**src/rtl/hml_pkg.sv**
```systemverilog
// Shared types, constants and the Morse element table for the hex Morse LED keyer.
// No dependencies; imported by hml_encoder, hex_morse_led_keyer, morse_led_sb_pkg and the testbench.

package hml_pkg;

  localparam int unsigned VALUE_W   = 16;  // four hex digits
  localparam int unsigned DIGITS    = 4;
  localparam int unsigned DIGIT_W   = 4;
  localparam int unsigned ELEM_W    = 20; // at most five elements per digit
  localparam int unsigned LEFT_W    = 5;  // holds 0..ELEM_W
  localparam int unsigned ELEN_W    = 3;  // length of one digit, 1..5
  localparam int unsigned PAT_W     = 5;
  localparam int unsigned TICK_W    = 16;
  localparam int unsigned CFG_IDX_W = 3;

  localparam logic [TICK_W-1:0] UNIT_TICKS    = 16'd200;
  localparam logic [TICK_W-1:0] DOT_RESET     = UNIT_TICKS;
  localparam logic [TICK_W-1:0] DASH_RESET    = 16'(3 * UNIT_TICKS);
  localparam logic [TICK_W-1:0] CHAR_RESET    = 16'(3 * UNIT_TICKS);
  localparam logic [TICK_W-1:0] WORD_RESET    = 16'(UNIT_TICKS * 7);

  // Configuration register indices
  typedef enum logic [CFG_IDX_W-1:0] {
    REG_DOT      = 3'd0,
    REG_DASH     = 3'd1,
    REG_CHAR_GAP = 3'd2,
    REG_WORD_GAP = 3'd3
  } cfg_reg_e;

  // Keyer phase, one-hot
  typedef enum logic [3:0] {
    PH_IDLE = 4'b0001,
    PH_LIT  = 4'b0010,
    PH_GAP  = 4'b0100,
    PH_WORD = 4'b1000
  } phase_e;

  typedef struct packed {
    logic [PAT_W-1:0]  bits; // 1 = dash, sent from top bit down
    logic [ELEN_W-1:0] len;
  } morse_entry_t;

  // Encoded message handed from the encoder to the keyer
  typedef struct packed {
    logic [ELEM_W-1:0] bits;
    logic [ELEM_W-1:0] marks;
    logic [LEFT_W-1:0] len;
  } code_t;

  function automatic morse_entry_t morse_lookup(input logic [DIGIT_W-1:0] digit);
    morse_entry_t e;
    case (digit)
      4'h0:    e = '{bits: 5'h1F, len: 3'd5};
      4'h1:    e = '{bits: 5'h0F, len: 3'd5};
      4'h2:    e = '{bits: 5'h07, len: 3'd5};
      4'h3:    e = '{bits: 5'h03, len: 3'd5};
      4'h4:    e = '{bits: 5'h01, len: 3'd5};
      4'h5:    e = '{bits: 5'h00, len: 3'd5};
      4'h6:    e = '{bits: 5'h10, len: 3'd5};
      4'h7:    e = '{bits: 5'h18, len: 3'd5};
      4'h8:    e = '{bits: 5'h1C, len: 3'd5};
      4'h9:    e = '{bits: 5'h1E, len: 3'd5};
      4'hA:    e = '{bits: 5'h01, len: 3'd2};
      4'hB:    e = '{bits: 5'h08, len: 3'd4};
      4'hC:    e = '{bits: 5'h0A, len: 3'd4};
      4'hD:    e = '{bits: 5'h04, len: 3'd3};
      4'hE:    e = '{bits: 5'h00, len: 3'd1};
      default: e = '{bits: 5'h02, len: 3'd4};
    endcase
    return e;
  endfunction

endpackage

```
**src/rtl/hml_encoder.sv**
```systemverilog
// Packs the four hex digits of a value into one element string with character-end marks.
// Depends on hml_pkg (table and code_t).

module hml_encoder (
  input  logic [hml_pkg::VALUE_W-1:0] value_i,
  output hml_pkg::code_t              code_o
);
  import hml_pkg::*;

  morse_entry_t      e;
  logic [LEFT_W-1:0] pos;
  logic [ELEM_W-1:0] bits;
  logic [ELEM_W-1:0] marks;

  // Least significant digit lands at the bottom, so the top digit goes out first
  always_comb begin
    pos   = '0;
    bits  = '0;
    marks = '0;
    e     = '0;
    for (int d = 0; d < DIGITS; d++) begin
      e = morse_lookup(value_i[DIGIT_W*d +: DIGIT_W]);
      if (d > 0) begin
        marks = marks | (ELEM_W'(1) << pos);
      end
      bits = bits | (ELEM_W'(e.bits) << pos);
      pos  = pos + LEFT_W'(e.len);
    end
  end

  assign code_o.bits  = bits;
  assign code_o.marks = marks;
  assign code_o.len   = pos;

endmodule

```
**src/rtl/hex_morse_led_keyer.sv**
```systemverilog
// Top level of the hex Morse LED keyer: input register, keyer state, result register.
// Depends on hml_pkg and hml_encoder.
//
// Usage
//   Input channel (in_valid_i / in_stall_o): each transfer carries mode_i and value_i.
//   mode_i = 0 is one timer tick, mode_i = 1 loads value_i, whose four hex digits are
//   sent as Morse code, top digit first. Every input transfer yields exactly one
//   result transfer on the output channel (out_valid_o / out_stall_i) carrying the
//   LED level, busy, a done pulse at the end of the word gap, and a refusal flag
//   for a load that arrives while a message is still going out.
//   Timing registers are written through cfg_we_i / cfg_idx_i / cfg_data_i:
//   0 dot, 1 dash, 2 character gap, 3 word gap, in ticks; zero counts as one,
//   other indices are ignored. Write them only while no item is in flight.
// Pipeline and throughput
//   An input transfer goes into the input register, then through the encoder /
//   phase logic into the result register. One item per cycle sustained while
//   out_stall_i does not hold a full result register.
// Reset
//   rst_ni clears both pipeline valids and the keyer to idle, and restores the
//   timing registers to 200 / 600 / 600 / 1400 ticks.
// Back-pressure
//   While out_stall_i holds a full result register, the item in the input
//   register waits and in_stall_o rises; nothing is lost or repeated.

module hex_morse_led_keyer (
  input  logic                          clk_i,
  input  logic                          rst_ni,
  // input channel
  input  logic                          in_valid_i,
  output logic                          in_stall_o,
  input  logic                          mode_i,
  input  logic [hml_pkg::VALUE_W-1:0]   value_i,
  // output channel
  output logic                          out_valid_o,
  input  logic                          out_stall_i,
  output logic                          led_on_o,
  output logic                          busy_res_o,
  output logic                          done_res_o,
  output logic                          load_refused_o,
  // configuration
  input  logic                          cfg_we_i,
  input  logic [hml_pkg::CFG_IDX_W-1:0] cfg_idx_i,
  input  logic [hml_pkg::TICK_W-1:0]    cfg_data_i
);
  import hml_pkg::*;

  // Timing registers
  logic [TICK_W-1:0] dot_q, dash_q, char_q, word_q;

  // Input register
  logic               s1_valid_q;
  logic               s1_mode_q;
  logic [VALUE_W-1:0] s1_value_q;

  // Keyer state
  logic [ELEM_W-1:0] code_bits_q,  code_bits_d;
  logic [ELEM_W-1:0] marks_q,      marks_d;
  logic [LEFT_W-1:0] left_q,       left_d;
  phase_e            phase_q,      phase_d;
  logic [TICK_W-1:0] tick_q,       tick_d;

  // Result register
  logic out_valid_q;
  logic led_q, busy_q, done_q, refused_q;
  logic done_d, refused_d;

  logic              out_free;
  logic              s1_fire;
  code_t             enc;
  logic [LEFT_W-1:0] cur_pos;
  logic [LEFT_W-1:0] left_dec;
  logic              cur_ok;
  logic              cur_code;
  logic              cur_mark;
  logic [TICK_W-1:0] len_sel;
  logic [TICK_W-1:0] len_eff;
  logic [TICK_W-1:0] tick_inc;
  logic              cnt_done;

  // Result register drains or is empty: the input stage may advance
  assign out_free   = !out_valid_q || !out_stall_i;
  assign s1_fire    = s1_valid_q && out_free;
  assign in_stall_o = s1_valid_q && !out_free;

  hml_encoder u_enc (
    .value_i (s1_value_q),
    .code_o  (enc)
  );

  // Element currently being sent sits at bit left-1
  assign cur_pos  = left_q - LEFT_W'(1);
  assign cur_ok   = (left_q != '0) && (cur_pos < LEFT_W'(ELEM_W));
  assign cur_code = cur_ok && code_bits_q[cur_pos];
  assign cur_mark = cur_ok && marks_q[cur_pos];
  assign left_dec = (left_q != '0) ? left_q - LEFT_W'(1) : left_q;

  always_comb begin
    case (phase_q)
      PH_LIT:  len_sel = cur_code ? dash_q : dot_q;
      PH_GAP:  len_sel = cur_mark ? char_q : dot_q;
      PH_WORD: len_sel = word_q;
      default: len_sel = dot_q;
    endcase
  end

  // A zero length still lasts one tick; the counter wraps at 16 bits
  assign len_eff  = (len_sel == '0) ? TICK_W'(1) : len_sel;
  assign tick_inc = tick_q + TICK_W'(1);
  assign cnt_done = tick_inc >= len_eff;

  always_comb begin
    code_bits_d = code_bits_q;
    marks_d     = marks_q;
    left_d      = left_q;
    phase_d     = phase_q;
    tick_d      = tick_q;
    done_d      = 1'b0;
    refused_d   = 1'b0;
    if (s1_mode_q) begin
      // load: refuse while busy, otherwise start the first element at once
      if (phase_q != PH_IDLE) begin
        refused_d = 1'b1;
      end else begin
        code_bits_d = enc.bits;
        marks_d     = enc.marks;
        left_d      = enc.len;
        phase_d     = PH_LIT;
        tick_d      = '0;
      end
    end else begin
      case (phase_q)
        PH_IDLE: begin
          phase_d = PH_IDLE;
        end
        PH_LIT: begin
          tick_d = tick_inc;
          if (cnt_done) begin
            phase_d = PH_GAP;
            tick_d  = '0;
          end
        end
        PH_GAP: begin
          tick_d = tick_inc;
          if (cnt_done) begin
            tick_d  = '0;
            left_d  = left_dec;
            phase_d = (left_dec != '0) ? PH_LIT : PH_WORD;
          end
        end
        PH_WORD: begin
          tick_d = tick_inc;
          if (cnt_done) begin
            tick_d  = '0;
            phase_d = PH_IDLE;
            done_d  = 1'b1;
          end
        end
        default: begin
          phase_d = PH_IDLE;
          tick_d  = '0;
        end
      endcase
    end
  end

  // Timing registers
  always_ff @(posedge clk_i or negedge rst_ni) begin
    if (!rst_ni) begin
      dot_q  <= DOT_RESET;
      dash_q <= DASH_RESET;
      char_q <= CHAR_RESET;
      word_q <= WORD_RESET;
    end else if (cfg_we_i) begin
      case (cfg_idx_i)
        REG_DOT:      dot_q  <= cfg_data_i;
        REG_DASH:     dash_q <= cfg_data_i;
        REG_CHAR_GAP: char_q <= cfg_data_i;
        REG_WORD_GAP: word_q <= cfg_data_i;
        default:      ; // drop writes beyond the register list
      endcase
    end
  end

  // Input register: take a new transfer whenever not held
  always_ff @(posedge clk_i or negedge rst_ni) begin
    if (!rst_ni) begin
      s1_valid_q <= 1'b0;
    end else if (!in_stall_o) begin
      s1_valid_q <= in_valid_i;
    end
  end

  always_ff @(posedge clk_i) begin
    if (!in_stall_o && in_valid_i) begin
      s1_mode_q  <= mode_i;
      s1_value_q <= value_i;
    end
  end

  // Keyer state: advance only when the item moves into the result register
  always_ff @(posedge clk_i or negedge rst_ni) begin
    if (!rst_ni) begin
      code_bits_q <= '0;
      marks_q     <= '0;
      left_q      <= '0;
      phase_q     <= PH_IDLE;
      tick_q      <= '0;
    end else if (s1_fire) begin
      code_bits_q <= code_bits_d;
      marks_q     <= marks_d;
      left_q      <= left_d;
      phase_q     <= phase_d;
      tick_q      <= tick_d;
    end
  end

  // Result register
  always_ff @(posedge clk_i or negedge rst_ni) begin
    if (!rst_ni) begin
      out_valid_q <= 1'b0;
    end else if (s1_fire) begin
      out_valid_q <= 1'b1;
    end else if (!out_stall_i) begin
      out_valid_q <= 1'b0;
    end
  end

  always_ff @(posedge clk_i) begin
    if (s1_fire) begin
      led_q     <= (phase_d == PH_LIT);
      busy_q    <= (phase_d != PH_IDLE);
      done_q    <= done_d;
      refused_q <= refused_d;
    end
  end

  assign out_valid_o    = out_valid_q;
  assign led_on_o       = led_q;
  assign busy_res_o     = busy_q;
  assign done_res_o     = done_q;
  assign load_refused_o = refused_q;

  // A finished word gap leaves the keyer idle
  a_done_idle: assert property (@(posedge clk_i) disable iff (!rst_ni)
    out_valid_o && done_res_o |-> !busy_res_o && !led_on_o)
    else $error("done pulse while still busy");

  // A refused load only happens while a message is in progress
  a_refused_busy: assert property (@(posedge clk_i) disable iff (!rst_ni)
    out_valid_o && load_refused_o |-> busy_res_o && !done_res_o)
    else $error("load refused while idle");

  // The element count never exceeds the longest message
  a_left_range: assert property (@(posedge clk_i) disable iff (!rst_ni)
    left_q <= LEFT_W'(ELEM_W))
    else $error("element count out of range");

  // A held input item leaves the keyer state untouched
  a_hold_state: assert property (@(posedge clk_i) disable iff (!rst_ni)
    in_stall_o |=> $stable(phase_q) && $stable(tick_q))
    else $error("keyer state moved while stalled");

endmodule

```
**config.mk**
```make
export PLATFORM = sky130hd
export DESIGN_NAME = hex_morse_led_keyer
export DESIGN_NICKNAME = d
export VERILOG_FILES = /design/src/rtl/hml_pkg.sv /design/src/rtl/hml_encoder.sv /design/src/rtl/hex_morse_led_keyer.sv
export SDC_FILE = /design/constraint.sdc
export NUM_CORES = 1
export LEC_CHECK = 0
export ABC_AREA = 1
export ABC_CLOCK_PERIOD_IN_PS = 6890
export BUFFER_PORTS_ARGS = -buffer_cell sky130_fd_sc_hd__buf_2
export CORE_UTILIZATION = 29
export CTS_CLUSTER_SIZE = 8
export DETAILED_ROUTE_END_ITERATION = 10
export PLACE_DENSITY = 0.53
export RECOVER_POWER = 25
export SYNTH_ARGS = -nofsm -noshare
export SYNTH_HDL_FRONTEND = slang
export SYNTH_SLANG_ARGS = --single-unit
export TNS_END_PERCENT = 50
```
**constraint.sdc**
```tcl
create_clock -name clk_i -period 6.89 [get_ports clk_i]
set_clock_uncertainty 0.2 [all_clocks]
set_input_delay 0.689 -clock clk_i [delete_from_list [all_inputs] [get_ports clk_i]]
set_output_delay 0.689 -clock clk_i [all_outputs]
set_load 0.005 [all_outputs]
```
### Yosys cells after proc, flatten, opt, wreduce, memory -nomap -nowiden

Memory sizes are Yosys's and may differ from the RTL's. A register that Yosys moved wholly into a read port is not among the register bits.
Cells that the tools add are included.

| word-level totals | value |
|---|---|
| register bits | 152 |
| latch bits | 0 |
| memory bits (writable) | 0 |
| bits in read-only memories | 512 |
| output and inout port bits | 6 |
| logic and storage cells | 113 |
| memories kept | 4 |

| cells by class | value |
|---|---|
| $add $sub $neg | 5 |
| multiply operators | 0 |
| divide/modulo/power cells | 0 |
| $lt $le $gt $ge | 3 |
| equality and inequality tests | 13 |
| shift operators | 6 |
| mux-type cells | 32 |
| bitwise gates (word level) | 7 |
| reduce and logical (&&, ||, !) cells | 26 |

Memory list:

| memory | words | bits a word | read ports | clocked after memory_dff | wr ports | line | text |
|---|---|---|---|---|---|---|---|
| (no name shown) | 16 | 8 | 1 | 1 | 0 | hml_pkg.sv:52 | `case (digit)` |
| (no name shown) | 16 | 8 | 1 | 1 | 0 | hml_pkg.sv:52 |  |
| (no name shown) | 16 | 8 | 1 | 1 | 0 | hml_pkg.sv:52 |  |
| (no name shown) | 16 | 8 | 1 | 1 | 0 | hml_pkg.sv:52 |  |

Operators by type and width:

| kind | count |
|---|---|
| $mux 16 | 6 |
| $or 20x20->20 | 4 |
| $pmux 16 s3 | 1 |
| $mux 4 | 10 |
| $shl 1x5->20 const A | 2 |
| $shl 5x5->20 | 2 |
| $pmux 16 s2 | 1 |
| $mux 5 | 5 |
| $or 5x20->20 | 1 |
| $shl 1x3->20 const A | 1 |
| $shl 5x3->20 | 1 |
| $add 16x1->16 const B | 1 |
| $ge 16x16->1 | 1 |
| $logic_not 16->1 | 1 |
| $pmux 4 s3 | 1 |
| $add 5x3->5 | 2 |
| $bmux 1 s5 | 2 |
| $reduce_bool 5->1 | 2 |
| $eq 4x2->1 const B | 2 |
| $ne 4x1->1 const B | 2 |
| $reduce_and 2->1 | 4 |
| $eq 3x2->1 const B | 2 |
| $logic_and 1x1->1 | 6 |
| $lt 5x6->1 const B | 1 |
| other kinds (19) | 31 |

### Depth between registers and ports, before layout

Gate-level depths: netlist (run 1).

| depth | value |
|---|---|
| depth in word-level cells | 13 |
| mapped depth | 36 |
| gate-level depth less buffers | 35 |

### Cells and area by module

Synthesis (run 1) repeated with hierarchy kept, for this count alone.

| unflattened totals | value |
|---|---|
| cell total of the unflattened synthesis | 1499 |
| area, all modules | 10839.1 um^2 |

By module, submodules not included:

| module | times used | cells each | area each (um^2) |
|---|---|---|---|
| hex_morse_led_keyer | 1 | 963 | 8095.3 |
| hml_encoder | 1 | 536 | 2743.9 |

### Worst setup path after synthesis (run 1)

No wires, ideal clock.

| path | value |
|---|---|
| kind | register to register |
| start point | register with a tool-made name |
| end point | register left_q[3] |
| setup time | 126 ps |
| arrival time | 3765 ps |
| setup slack | 2799 ps |
| stages on the path, launching flop included | 20 |
| buffers on the path | 2 |
| period minus slack after synthesis | 4091 ps |
| cells stage by stage | dfxtp_1 -> clkinv_1 -> fa_1 -> or2_2 -> nand2_1 -> inv_1 -> clkbuf_1 -> ha_1 -> inv_1 -> or2_2 -> nand2_1 -> inv_1 -> clkbuf_1 -> ha_1 -> a21oi_1 -> or2_2 -> nand3_1 -> o21ai_0 -> nand2_1 -> o21ai_0 |

RTL lines:

| item | line | text |
|---|---|---|
| to (signal assigned) | hex_morse_led_keyer.sv:211 | `left_q <= left_d;` |
| to (decl) | hex_morse_led_keyer.sv:58 | `logic [LEFT_W-1:0] left_q, left_d;` |

### Final worst setup path (run 1)

| path | value |
|---|---|
| start point | register left_q[0] |
| end point | register left_q[1] |

| on the way | value |
|---|---|
| longest elaborated chain between the ends | 11 |
| elaborated cells on any way between the ends | 22 |
| those cells by class | add/sub (1); order compare (2); mux (12); reduce/logical (7) |

RTL lines:

| item | line | text |
|---|---|---|
| $sub 5x1->5 | hex_morse_led_keyer.sv:91, hex_morse_led_keyer.sv:95 |  |
| $bmux 1 s5, or another cell as far along | hex_morse_led_keyer.sv:94 | `assign cur_mark = cur_ok && marks_q[cur_pos];` |
| $mux 1 (implied by the code), or another cell as far along | hex_morse_led_keyer.sv:94 |  |
| $logic_and 1x1->1, on equally long branches | hex_morse_led_keyer.sv:94, hex_morse_led_keyer.sv:93 |  |
| $mux 16, on equally long branches | hex_morse_led_keyer.sv:100, hex_morse_led_keyer.sv:99 |  |
| $pmux 16 s3 | hex_morse_led_keyer.sv:98 | `case (phase_q)` |
| $logic_not 16->1 | hex_morse_led_keyer.sv:107 | `assign len_eff = (len_sel == '0) ? TICK_W'(1) : len_sel;` |
| $mux 16 | hex_morse_led_keyer.sv:107 |  |
| $ge 16x16->1 | hex_morse_led_keyer.sv:109 | `assign cnt_done = tick_inc >= len_eff;` |
| $reduce_bool 2->1 (no source line) | - |  |
| $reduce_and 4->1 (no source line) | - |  |

Parallel ways exist; a longest one is shown, timed or not. The select of a mux whose other input is x is not followed.
A chain may end at the register's enable or synchronous reset.

==> results.tsv, run 1 <==
stage	metric	value	unit
outcome	status	finished with violations	
outcome	violations	max-capacitance violations, max-slew violations	
yosys	ys_ff_latch	184	
setup_path	path_class	register to register	
global_route	grt_max_degree	69	
clock_tree	cts_tree	built	
yosys	synth_edf_count	21	
sta	maxClockFrequency	167	MHz
die	die_y	199	um
yosys	synthTopCellsByArea	dfrtp_1, nand2_1, o21ai_0	
layout	final_cells	2061	
clock_tree	cts_made_buffers	17	
die	start_util	29.6	%
setup_path	worst_setup_path_start_kind	register	
pwr	peakVddDrop	257	uV
setup_path	reg2reg_from	left_q[0]	
clock_tree	h-tree-depth	4	
setup_path	crit_slowest_cell	dfrtp_1	
routing	wl_per_cell	15.0	um
clock_tree	clock-sinks	184	
routing	drt-pass1-iter-count	9	
placed_design	finalWeightedCongestion	0.911	
setup_path	max_stage_delay	0.80	ns
sta	slew_violations	65	
yosys	syn_nets	1611	
setup_path	cpMostUsedCell	nand2_1	
clock_tree	cts_root_buffer	clkbuf_16	
setup_path	critPathMaxFanout	24	
die	core	37800	um^2
routing	highest_layer	met4	
setup_path	endpoint_kind	register	
yosys	yosys.area.top_type	dfrtp_1	
yosys	netlist_top_cells_count	nand2_1, inv_1, o21ai_0, nand3_1, dfrtp_1	
global_route	grt_use_total	16.4	%
routing	vias_per_cell	4.82	
die	ios	47	
placed_design	dp.cells	2029	
sta	finalCriticalPeriod	5.98	ns
setup_path	critPathRequiredTime	7.03	ns
routing	antenna_left	0	
sta	slew_headroom	-132	%
pwr	power.total	5190	uW
sta	holdWs	0.207	ns
yosys	synth_top_cell_area_share	25.2	%
sta	setup_tns	0	ns
yosys	synth.avg_cell_area	7.38	um^2
yosys	ys_warn_count	0	
setup_path	regToRegSetupSlack	0.91	ns
yosys	synthArstFlopShare	71.2	%
sta	hold_viol_final	0	
setup_path	worstPathArrival	6.12	ns
placed_design	dp_hpwl	22800	um
die	rows	71	
yosys	syn_inst	1519	
global_route	grt_pass1_wl	50700	um
clock_tree	path_clk_slew	0.08	ns
routing	finalWirelength	31000	um
layout	area_delta_synth_final	11.0	%
routing	vias	9930	
sta	rsz0062_at_grt	no	
layout	drive_gt1_share	10.0	%
placed_design	port_buffers	46	
pwr	power-per-cell-area	417	nW/um^2
global_route	grt_pass1_vias	9463	
worst_hold_path	hold_depth	1	
routing	wl_met1	15700	um
global_route	grt_antenna_before_repair	0	
global_route	grt_remaining_overflow	0	
worst_hold_path	min_to	s1_mode_q	
clock_tree	worst_skew_pair.late_latency	0.47	ns
routing	route.detailed.drc	0	
routing	met2_length	13200	um
die	die_w	199	um
clock_tree	cts.repair.resized	0	
clock_tree	cts_buffer_depth	2	
routing	drt_iter0_markers	836	
worst_hold_path	min_from	mode_i	
setup_path	reg2reg_to	left_q[1]	
yosys	ys_types	51	
yosys	synth_top_flop_cell	dfrtp_1	
layout	layout.nets	1629	
sta	max_slew.worst_pin.slew	3.48	ns
yosys	synth_most_common_cell	nand2_1	
layout	antenna_cells	0	
job	drv_cap	1	
sta	setup_viol	0	
pwr	p_leak	0.00588	uW
clock_tree	cts_hold_buffers	0	
yosys	yosysSeqAreaShare	40.8	%
sta	finalCritPeriodShare	86.8	%
die	dieArea	39400	um^2
worst_hold_path	hp-class	input port to register	
yosys	syn_area	11200	um^2
setup_path	reg2reg_depth	29	
clock_tree	postCtsSetupBuffers	0	
routing	met3_length	1670	um
[critical path: cells and delay by family, from the launching register on]
family	cells	cell delay [ns]
DFF	1	0.80
and+or+nand+nor	17	2.62
AOI/OAI and AO/OA	5	0.53
adders and majority gates	2	0.68
buffers and inverters	5	1.05
[metrics by stage]
step,cell area (um^2),utilization (%),setup slack (ns)
floorplan,11200,-,2.80
global placement,11900,31.4,1.18
detailed placement,11900,31.4,1.01
CTS,12500,32.9,0.966
global route,12400,32.9,0.0991
finish,12400,32.9,0.908
[logic make-up after synthesis]
group                      synth area share (%)
adders and majority gates                  5.90
buffers and inverters                      9.85
muxes                                     0.179
xor gates and xnor gates                   1.09
AOI/OAI and AO/OA                          14.9
DFF                                        40.8
and+or+nand+nor                            27.3
[report_power, final]
part	internal, uW	switching [uW]	total, uW
Sequential	1360	210	1570
Combinational	804	1830	2640
Clock	482	495	978
Total	2650	2540	5190
[placed cells by master, fill, tap and decap left out, types with 8 or more instances in the layout]
cell	n
clkbuf_1	11
clkbuf_16	17
nor3_1	18
a2bb2oi_1	11
buf_2	38
dfxtp_1	32
ha_1	48
inv_1	203
o21ai_0	168
nor2_1	81
xor2_1	14
dfstp_2	18
nand3_1	117
o21ai_1	12
nand2_1	412
dfrtp_1	113
inv_2	9
buf_4	8
nand4_1	21
a21oi_1	33
edfxtp_1	21
or2_2	23
[worst max path at each step]
stage / start / to / slack (ns) / cells past startpoint
3_5_place_dp: left_q[0] / left_q[1] / 1.01 / 30
2_1_floorplan: register / left_q[3] / 2.80 / 19
4_1_cts: left_q[0] / left_q[0] / 0.97 / 30
3_3_place_gp: left_q[0] / left_q[0] / 1.18 / 30
5_1_grt: left_q[0] / left_q[0] / 0.1 / 30
6_report: left_q[0] / left_q[1] / 0.91 / 29
[layout make-up]
cell class / count / area, um^2
fillers: 4160 / 25400
flip-flops and latches: 184 / 4570
repair buffers: 57 / 292
clock inverters: 15 / 151
well taps: 511 / 639
clock buffers: 17 / 425
multi-input cells: 1058 / 5540
inverters: 219 / 822
[layer usage]
metal	vias to the layer above	global-route usage, %
met2	279	24.1
met1	4624	23.9
met4	0	5.16
met5	-	0
met3	30	3.14
li1	4997	-
(Power assumes the default switching activity.)
==> inputs of run 2 (changes only) <==
--- a/config.mk
+++ b/config.mk
@@ -8,10 +8,10 @@
 export ABC_AREA = 1
 export ABC_CLOCK_PERIOD_IN_PS = 6890
 export BUFFER_PORTS_ARGS = -buffer_cell sky130_fd_sc_hd__buf_2
-export CORE_UTILIZATION = 29
+export CORE_UTILIZATION = 35
 export CTS_CLUSTER_SIZE = 8
 export DETAILED_ROUTE_END_ITERATION = 10
-export PLACE_DENSITY = 0.53
+export PLACE_DENSITY = 0.59
 export RECOVER_POWER = 25
 export SYNTH_ARGS = -nofsm -noshare
 export SYNTH_HDL_FRONTEND = slang
==> results.tsv, run 2 (same netlist as run 1, synthesis figures left out) <==
stage	metric	value	unit	change
pwr	p_comb_share	51.4	%	was 50.9%
routing	wl_per_cell	15.3	um	was 15.0 um
pwr	switchingPower	2510	uW	was 2540 uW
outcome	violations	max-capacitance violations, max-slew violations		unchanged
clock_tree	postCtsSetupBuffers	0		unchanged
layout	layout_commonest_cell	nand2_1		unchanged
placed_design	place_area	11700	um^2	was 11,900 um^2
setup_path	endpoint_kind	register		unchanged
routing	drt_iter0_markers	777		was 836
die	die_w	181	um	was 199 um
pwr	pwr-share-seq	30.4	%	was 30.3%
routing	finalWirelength	29900	um	was 31,000 um
clock_tree	path_clk_slew	0.07	ns	was 0.08 ns
sta	max_slew.worst_pin.slew	2.74	ns	was 3.48 ns
job	drv_cap	1		unchanged
layout	drive_gt1_share	9.94	%	was 10.0%
die	rows	65		was 71
setup_path	reg2reg_from	left_q[0]		unchanged
sta	holdWs	0.228	ns	was 0.207 ns
clock_tree	clock-sinks	184		unchanged
global_route	grt_max_degree	85		was 69
setup_path	cpMostUsedCell	nand2_1		unchanged
global_route	grt_use_total	18.8	%	was 16.4%
routing	antenna_left	0		unchanged
setup_path	worstPathArrival	6.10	ns	was 6.12 ns
outcome	status	finished with violations		unchanged
layout	multi_input_area	5540	um^2	unchanged
routing	route.detailed.drc	0		unchanged
setup_path	max_stage_delay	0.81	ns	was 0.80 ns
clock_tree	cts_tree	built		unchanged
clock_tree	cts_root_buffer	clkbuf_16		unchanged
setup_path	path_class	register to register		unchanged
pwr	swShare	48.8	%	was 49.0%
clock_tree	h-tree-depth	4		unchanged
global_route	grt_pass1_wl	49000	um	was 50,700 um
sta	hold_viol_final	0		unchanged
worst_hold_path	min_from	mode_i		unchanged
clock_tree	worst_skew_pair.late_latency	0.44	ns	was 0.47 ns
layout	area_delta_synth_final	9.63	%	was 11.0%
worst_hold_path	hold_depth	1		unchanged
sta	setup_viol	0		unchanged
routing	drt-pass1-iter-count	5		was 9
pwr	p_leak	0.00587	uW	was 0.00588 uW
layout	layout.nets	1629		unchanged
clock_tree	cts_made_buffers	17		unchanged
layout	design_area	12300	um^2	was 12,400 um^2
layout	most-common-layout-cells	nand2_1, inv_1, o21ai_0		unchanged
routing	vias_per_cell	5.13		was 4.82
pwr	internal_power	2640	uW	was 2650 uW
setup_path	crit_slowest_cell	dfrtp_1		unchanged
setup_path	critPathMaxFanout	24		unchanged
global_route	grt_antenna_before_repair	0		unchanged
setup_path	worst_setup_path_start_kind	register		unchanged
worst_hold_path	min_to	s1_mode_q		unchanged
layout	register_area	4570	um^2	unchanged
sta	setup_tns	0	ns	unchanged
pwr	peakVddDrop	167	uV	was 257 uV
sta	finalCriticalPeriod	5.99	ns	was 5.98 ns
setup_path	regToRegSetupSlack	0.90	ns	was 0.91 ns
sta	slew_headroom	-82.6	%	was -132%
clock_tree	cts_buffer_depth	2		unchanged
layout	fillers	3269		was 4,160
die	ios	47		unchanged
setup_path	reg2reg_depth	30		was 29
sta	slew_violations	49		was 65
placed_design	port_buffers	46		unchanged
setup_path	critPathRequiredTime	7.00	ns	was 7.03 ns
pwr	p_clk_share	18.2	%	was 18.9%
setup_path	reg2reg_to	left_q[0]		was left_q[1]
routing	vias	10005		was 9,930
die	dieArea	32700	um^2	was 39,400 um^2
sta	rsz0062_at_grt	no		unchanged
die	die_y	181	um	was 199 um
global_route	grt_remaining_overflow	0		unchanged
die	core	31600	um^2	was 37,800 um^2
sta	finalCritPeriodShare	87.0	%	was 86.8%
placed_design	dp_hpwl	22100	um	was 22,800 um
worst_hold_path	hp-class	input port to register		unchanged
global_route	grt_pass1_vias	9364		was 9,463
sta	maxClockFrequency	167	MHz	about the same
placed_design	finalWeightedCongestion	0.900		was 0.911
pwr	power-per-cell-area	419	nW/um^2	was 417 nW/um^2
layout	antenna_cells	0		unchanged
die	start_util	35.5	%	was 29.6%
run 2: cell count changes in the layout (fill, tap and decap cells not counted):
cell	delta
dlygate4sd3_1	+1
inv_6	+1
clkinv_1	+1
inv_8	-1
buf_4	-2
clkinv_2	-1
clkbuf_1	-1
inv_4	+2
buf_2	+2
clkinv_8	-2
run 2: worst max path at each step:
| stage | startpoint | cells after the start | to | slack [ns] |
|---|---|---|---|---|
| 2_1_floorplan | register | 19 | left_q[3] | 2.80 |
| 3_3_place_gp | left_q[0] | 30 | left_q[0] | 1.23 |
| 3_5_place_dp | left_q[0] | 30 | left_q[0] | 0.96 |
| 4_1_cts | left_q[0] | 30 | left_q[0] | 0.95 |
| 5_1_grt | left_q[0] | 30 | left_q[0] | 0.11 |
| 6_report | left_q[0] | 30 | left_q[0] | 0.90 |
run 2: power by group through the flow:
stage	Clock (uW)	Combinational [uW]	Sequential, uW
6_report	938	2640	1570
5_1_grt	1010	2980	1600
4_1_cts	964	2610	1570
3_5_place_dp	0	2600	1580
3_3_place_gp	0	2570	1580
2_1_floorplan	0	2030	1490
run 2: routing by layer:
metal	GRT usage (%)	up-vias	routed length, um
met5	0	-	0
met4	7.11	0	716
met3	2.76	43	1580
met2	27.7	297	12800
met1	27.5	4660	14800
li1	-	5005	-
run 2: critical path, delay by kind of cell, from the launching register on:
| kind | cells | cell delay, ns |
|---|---|---|
| flip-flops | 1 | 0.81 |
| adder cells (fa/ha/maj) | 2 | 0.76 |
| AND/OR/NAND/NOR | 18 | 2.55 |
| AO/OA/AOI/OAI | 5 | 0.55 |
| buffers and inverters | 5 | 0.98 |
run 2: cell type report:
cell class	instances	area share, %
Inverter	219	6.69
Clock inverter	15	1.04
Tap cell	402	4.09
Sequential cell	184	37.2
Timing Repair Buffer	57	2.38
Clock buffer	17	3.46
Multi-Input combinational cell	1058	45.1
run 2: metrics by stage:
stage          util, %  power (uW)  cells  setup slack [ns]
6_report          38.9        5150   1952             0.899
5_1_grt           38.9        5580   1952             0.115
4_1_cts           39.0        5140   1952             0.948
3_5_place_dp      37.2        4180   1919             0.963
3_3_place_gp      37.2        4150   1919              1.23
2_1_floorplan        -        3510   1519              2.80
run 2: what timing repair did:
| item | in CTS | in global routing |
|---|---|---|
| resized for setup | 0 | 0 |
| hold buffers | 1 | 0 |
| hold endpoints to repair | 13 | 0 |
==> inputs of run 3 (changes only) <==
--- a/config.mk
+++ b/config.mk
@@ -5,7 +5,7 @@
 export SDC_FILE = /design/constraint.sdc
 export NUM_CORES = 1
 export LEC_CHECK = 0
-export ABC_AREA = 1
+export ABC_AREA = 0
 export ABC_CLOCK_PERIOD_IN_PS = 6890
 export BUFFER_PORTS_ARGS = -buffer_cell sky130_fd_sc_hd__buf_2
 export CORE_UTILIZATION = 35
==> results.tsv, run 3 <==
stage	metric	value	unit	change
layout	fillers	2931		was 3,269
yosys	synth_top_cell_area_share	26.6	%	was 25.2%
setup_path	crit_path_end	led_on_o		was left_q[0]
setup_path	reg2reg_from	left_q[0]		unchanged
layout	layout.nets	1175		was 1,629
sta	rsz0062_at_grt	no		unchanged
outcome	violations	max-capacitance violations, max-slew violations		unchanged
setup_path	cp-startpoint	left_q[0]		unchanged
die	core	29700	um^2	was 31,600 um^2
clock_tree	path_clk_slew	0.08	ns	was 0.07 ns
setup_path	regToRegSetupSlack	0.80	ns	was 0.90 ns
sta	slew_violations	53		was 49
routing	drt_iter0_markers	771		was 777
die	die_w	176	um	was 181 um
routing	route.detailed.drc	0		unchanged
setup_path	crit_slowest_cell	ha_1		was dfrtp_1
placed_design	port_buffers	46		unchanged
routing	antenna_left	0		unchanged
die	rows	63		was 65
global_route	grt_use_total	17.9	%	was 18.8%
sta	finalCriticalPeriod	6.09	ns	was 5.99 ns
layout	multi_input_area	5710	um^2	was 5540 um^2
sta	maxClockFrequency	164	MHz	was 167 MHz
routing	vias_per_cell	5.55		was 5.13
setup_path	worstPathArrival	6.17	ns	was 6.10 ns
clock_tree	h-tree-depth	4		unchanged
yosys	syn_nets	1154		was 1,611
sta	max_slew.worst_pin.slew	2.97	ns	was 2.74 ns
clock_tree	worst_skew_pair.late_latency	0.45	ns	was 0.44 ns
job	drv_cap	1		unchanged
clock_tree	cts_made_buffers	17		unchanged
setup_path	endpoint_kind	register		unchanged
die	ios	47		unchanged
setup_path	crit_chain	buf_4, inv_1, ha_1, mux4_1, o2111a_1, a211oi_4, mux2i_1, o21ai_0, a311oi_1, nand4_1, o32ai_2, ha_1, nand2b_1, a21o_1, a21oi_1, o211a_1, a21o_1, nand2_1, o21ai_0, o22ai_1, nor3b_1		
clock_tree	postCtsSetupBuffers	0		unchanged
routing	finalWirelength	26500	um	was 29,900 um
setup_path	path_class	register to register		unchanged
setup_path	critPathRequiredTime	6.97	ns	was 7.00 ns
yosys	synth.avg_cell_area	10.0	um^2	was 7.38 um^2
yosys	synth_most_common_cell	dfrtp_1		was nand2_1
pwr	power-per-cell-area	371	nW/um^2	was 419 nW/um^2
clock_tree	cts_root_buffer	clkbuf_16		unchanged
layout	most-common-layout-cells	dfrtp_1, nand2_1, nor2_1		was nand2_1, inv_1, o21ai_0
die	dieArea	31000	um^2	was 32,700 um^2
die	start_util	35.7	%	was 35.5%
clock_tree	cts_buffer_depth	2		unchanged
routing	drt-pass1-iter-count	5		unchanged
placed_design	finalWeightedCongestion	0.884		was 0.900
clock_tree	cts_hold_buffers	0		was 1
setup_path	crit_family	compound AO/OA/AOI/OAI gates		was simple AND/OR/NAND/NOR gates
setup_path	critical_path_cell_count	21		was 30
pwr	power.total	4340	uW	was 5150 uW
outcome	status	finished with violations		unchanged
placed_design	dp_hpwl	19000	um	was 22,100 um
clock_tree	cts_tree	built		unchanged
layout	register_area	4570	um^2	unchanged
global_route	grt_pass1_wl	44200	um	was 49,000 um
layout	drive_gt1_share	17.1	%	was 9.94%
sta	slew_headroom	-98.0	%	was -82.6%
yosys	syn_area	10600	um^2	was 11,200 um^2
sta	hold_viol_final	0		unchanged
layout	area_delta_synth_final	10.4	%	was 9.63%
yosys	synth_top_flop_cell	dfrtp_1		unchanged
yosys	yosysSeqAreaShare	43.1	%	was 40.8%
yosys	synthArstFlopShare	71.2	%	unchanged
sta	setup_tns	0	ns	unchanged
pwr	p_leak	0.00490	uW	was 0.00587 uW
die	die_y	176	um	was 181 um
yosys	ys_types	73		was 51
global_route	grt_antenna_before_repair	0		unchanged
global_route	grt_remaining_overflow	0		unchanged
sta	setup_viol	0		unchanged
global_route	grt_max_degree	81		was 85
routing	wl_per_cell	17.8	um	was 15.3 um
pwr	peakVddDrop	234	uV	was 167 uV
placed_design	dp.cells	1454		was 1,919
worst_hold_path	hp-class	input port to register		unchanged
yosys	synthTopCellsByArea	dfrtp_1, mux2_2, dfxtp_1		was dfrtp_1, nand2_1, o21ai_0
clock_tree	cts.repair.resized	0		unchanged
layout	layout_commonest_cell	dfrtp_1		was nand2_1
yosys	netlist_top_cells_count	dfrtp_1, nand2_1, nor2_1, mux2_2, a21oi_1		was nand2_1, inv_1, o21ai_0, nand3_1, dfrtp_1
yosys	ys_ff_latch	184		unchanged
setup_path	critical_path_buf_inv_count	2		was 5
yosys	yosys.area.top_type	dfrtp_1		unchanged
layout	antenna_cells	0		unchanged
clock_tree	clock-sinks	184		unchanged
layout	final_cells	1486		was 1,952
setup_path	max_stage_delay	0.67	ns	was 0.81 ns
global_route	grt_pass1_vias	8281		was 9,364
yosys	syn_inst	1062		was 1,519
sta	finalCritPeriodShare	88.4	%	was 87.0%
setup_path	critPathMaxFanout	19		was 24
routing	vias	8253		was 10,005
setup_path	reg2reg_to	led_on_o		was left_q[0]
yosys	ys_warn_count	0		unchanged
setup_path	reg2reg_depth	21		was 30
yosys	synth_edf_count	21		unchanged
setup_path	worst_setup_path_start_kind	register		unchanged
## run 3: changes by cell type after synthesis, moves of 22 or more
cell,previous run,this run
a21oi_1,33,61
inv_1,203,29
mux2_2,0,79
mux2i_1,2,31
nand2_1,412,109
nand3_1,117,37
o21ai_0,168,57
or2_2,23,1
## run 3: how the worst min path moves through the flow
| stage | from | endpoint | slack (ns) | cells past startpoint |
|---|---|---|---|---|
| CTS | rst_ni | phase_q[2] | 0.10 | 1 |
| global placement | code_bits_q[18] | code_bits_q[18] | 0.26 | 2 |
| global route | mode_i | s1_mode_q | 0.20 | 1 |
| floorplan | rst_ni | char_q[0] | 0.19 | 0 |
| finish | mode_i | s1_mode_q | 0.23 | 1 |
| detailed placement | code_bits_q[18] | code_bits_q[18] | 0.27 | 2 |
## run 3: cells by family (layout without fill, tap and decap cells)
family,count (synthesis),count (layout),share of synthesized area (%)
and+or+nand+nor,321,321,14.0
AOI/OAI and AO/OA,275,275,17.9
DFF,184,184,43.1
muxes,120,120,13.5
buffers and inverters,87,121,3.33
adders and majority gates,51,51,6.22
xor gates and xnor gates,24,24,1.98
## run 3: where the power goes
group | internal (uW) | total (uW) | switching [uW] | leakage (uW)
clock network | 472 | 949 | 476 | 0.000264
logic | 736 | 1820 | 1080 | 0.00257
registers | 1360 | 1580 | 216 | 0.00206
total | 2570 | 4340 | 1770 | 0.00490
## run 3: area by class of cell
type	instances	share of cell area [%]
inverter	31	0.992
timing repair buffer	58	2.51
multi-input combinational	791	48.7
clock inverter	14	0.971
clock buffer	18	3.66
sequential	184	39.0
tap	390	4.16
## run 3: worst register-to-register path, stage by stage, from the launching register on
cell	delay [ns]
dfrtp_1	0.33
buf_4	0.27
inv_1	0.11
ha_1	0.67
mux4_1	0.41
o2111a_1	0.28
a211oi_4	0.51
mux2i_1	0.25
o21ai_0	0.09
a311oi_1	0.41
nand4_1	0.20
o32ai_2	0.28
ha_1	0.26
nand2b_1	0.14
a21o_1	0.17
a21oi_1	0.16
o211a_1	0.23
a21o_1	0.15
nand2_1	0.14
o21ai_0	0.36
o22ai_1	0.13
nor3b_1	0.20
## run 3: per-stage QoR
stage / area, um^2 / util (%) / worst slack [ns] / hold slack [ns]
final: 11700 / 39.5 / 0.797 / 0.226
after floorplan: 10600 / - / 1.86 / 0.193
after CTS: 11800 / 39.6 / 0.836 / 0.101
after global placement: 11200 / 37.8 / 1.10 / 0.264
after detailed placement: 11200 / 37.8 / 0.875 / 0.269
after global routing: 11700 / 39.5 / 0.480 / 0.205
## run 3: metal layers
layer	GRT usage, %	up-vias	part of all wire [%]
met5	0	-	0
met4	5.69	0	1.5
met3	3.19	31	4.7
met2	28.8	222	47
met1	24.4	4025	46
li1	-	3975	-
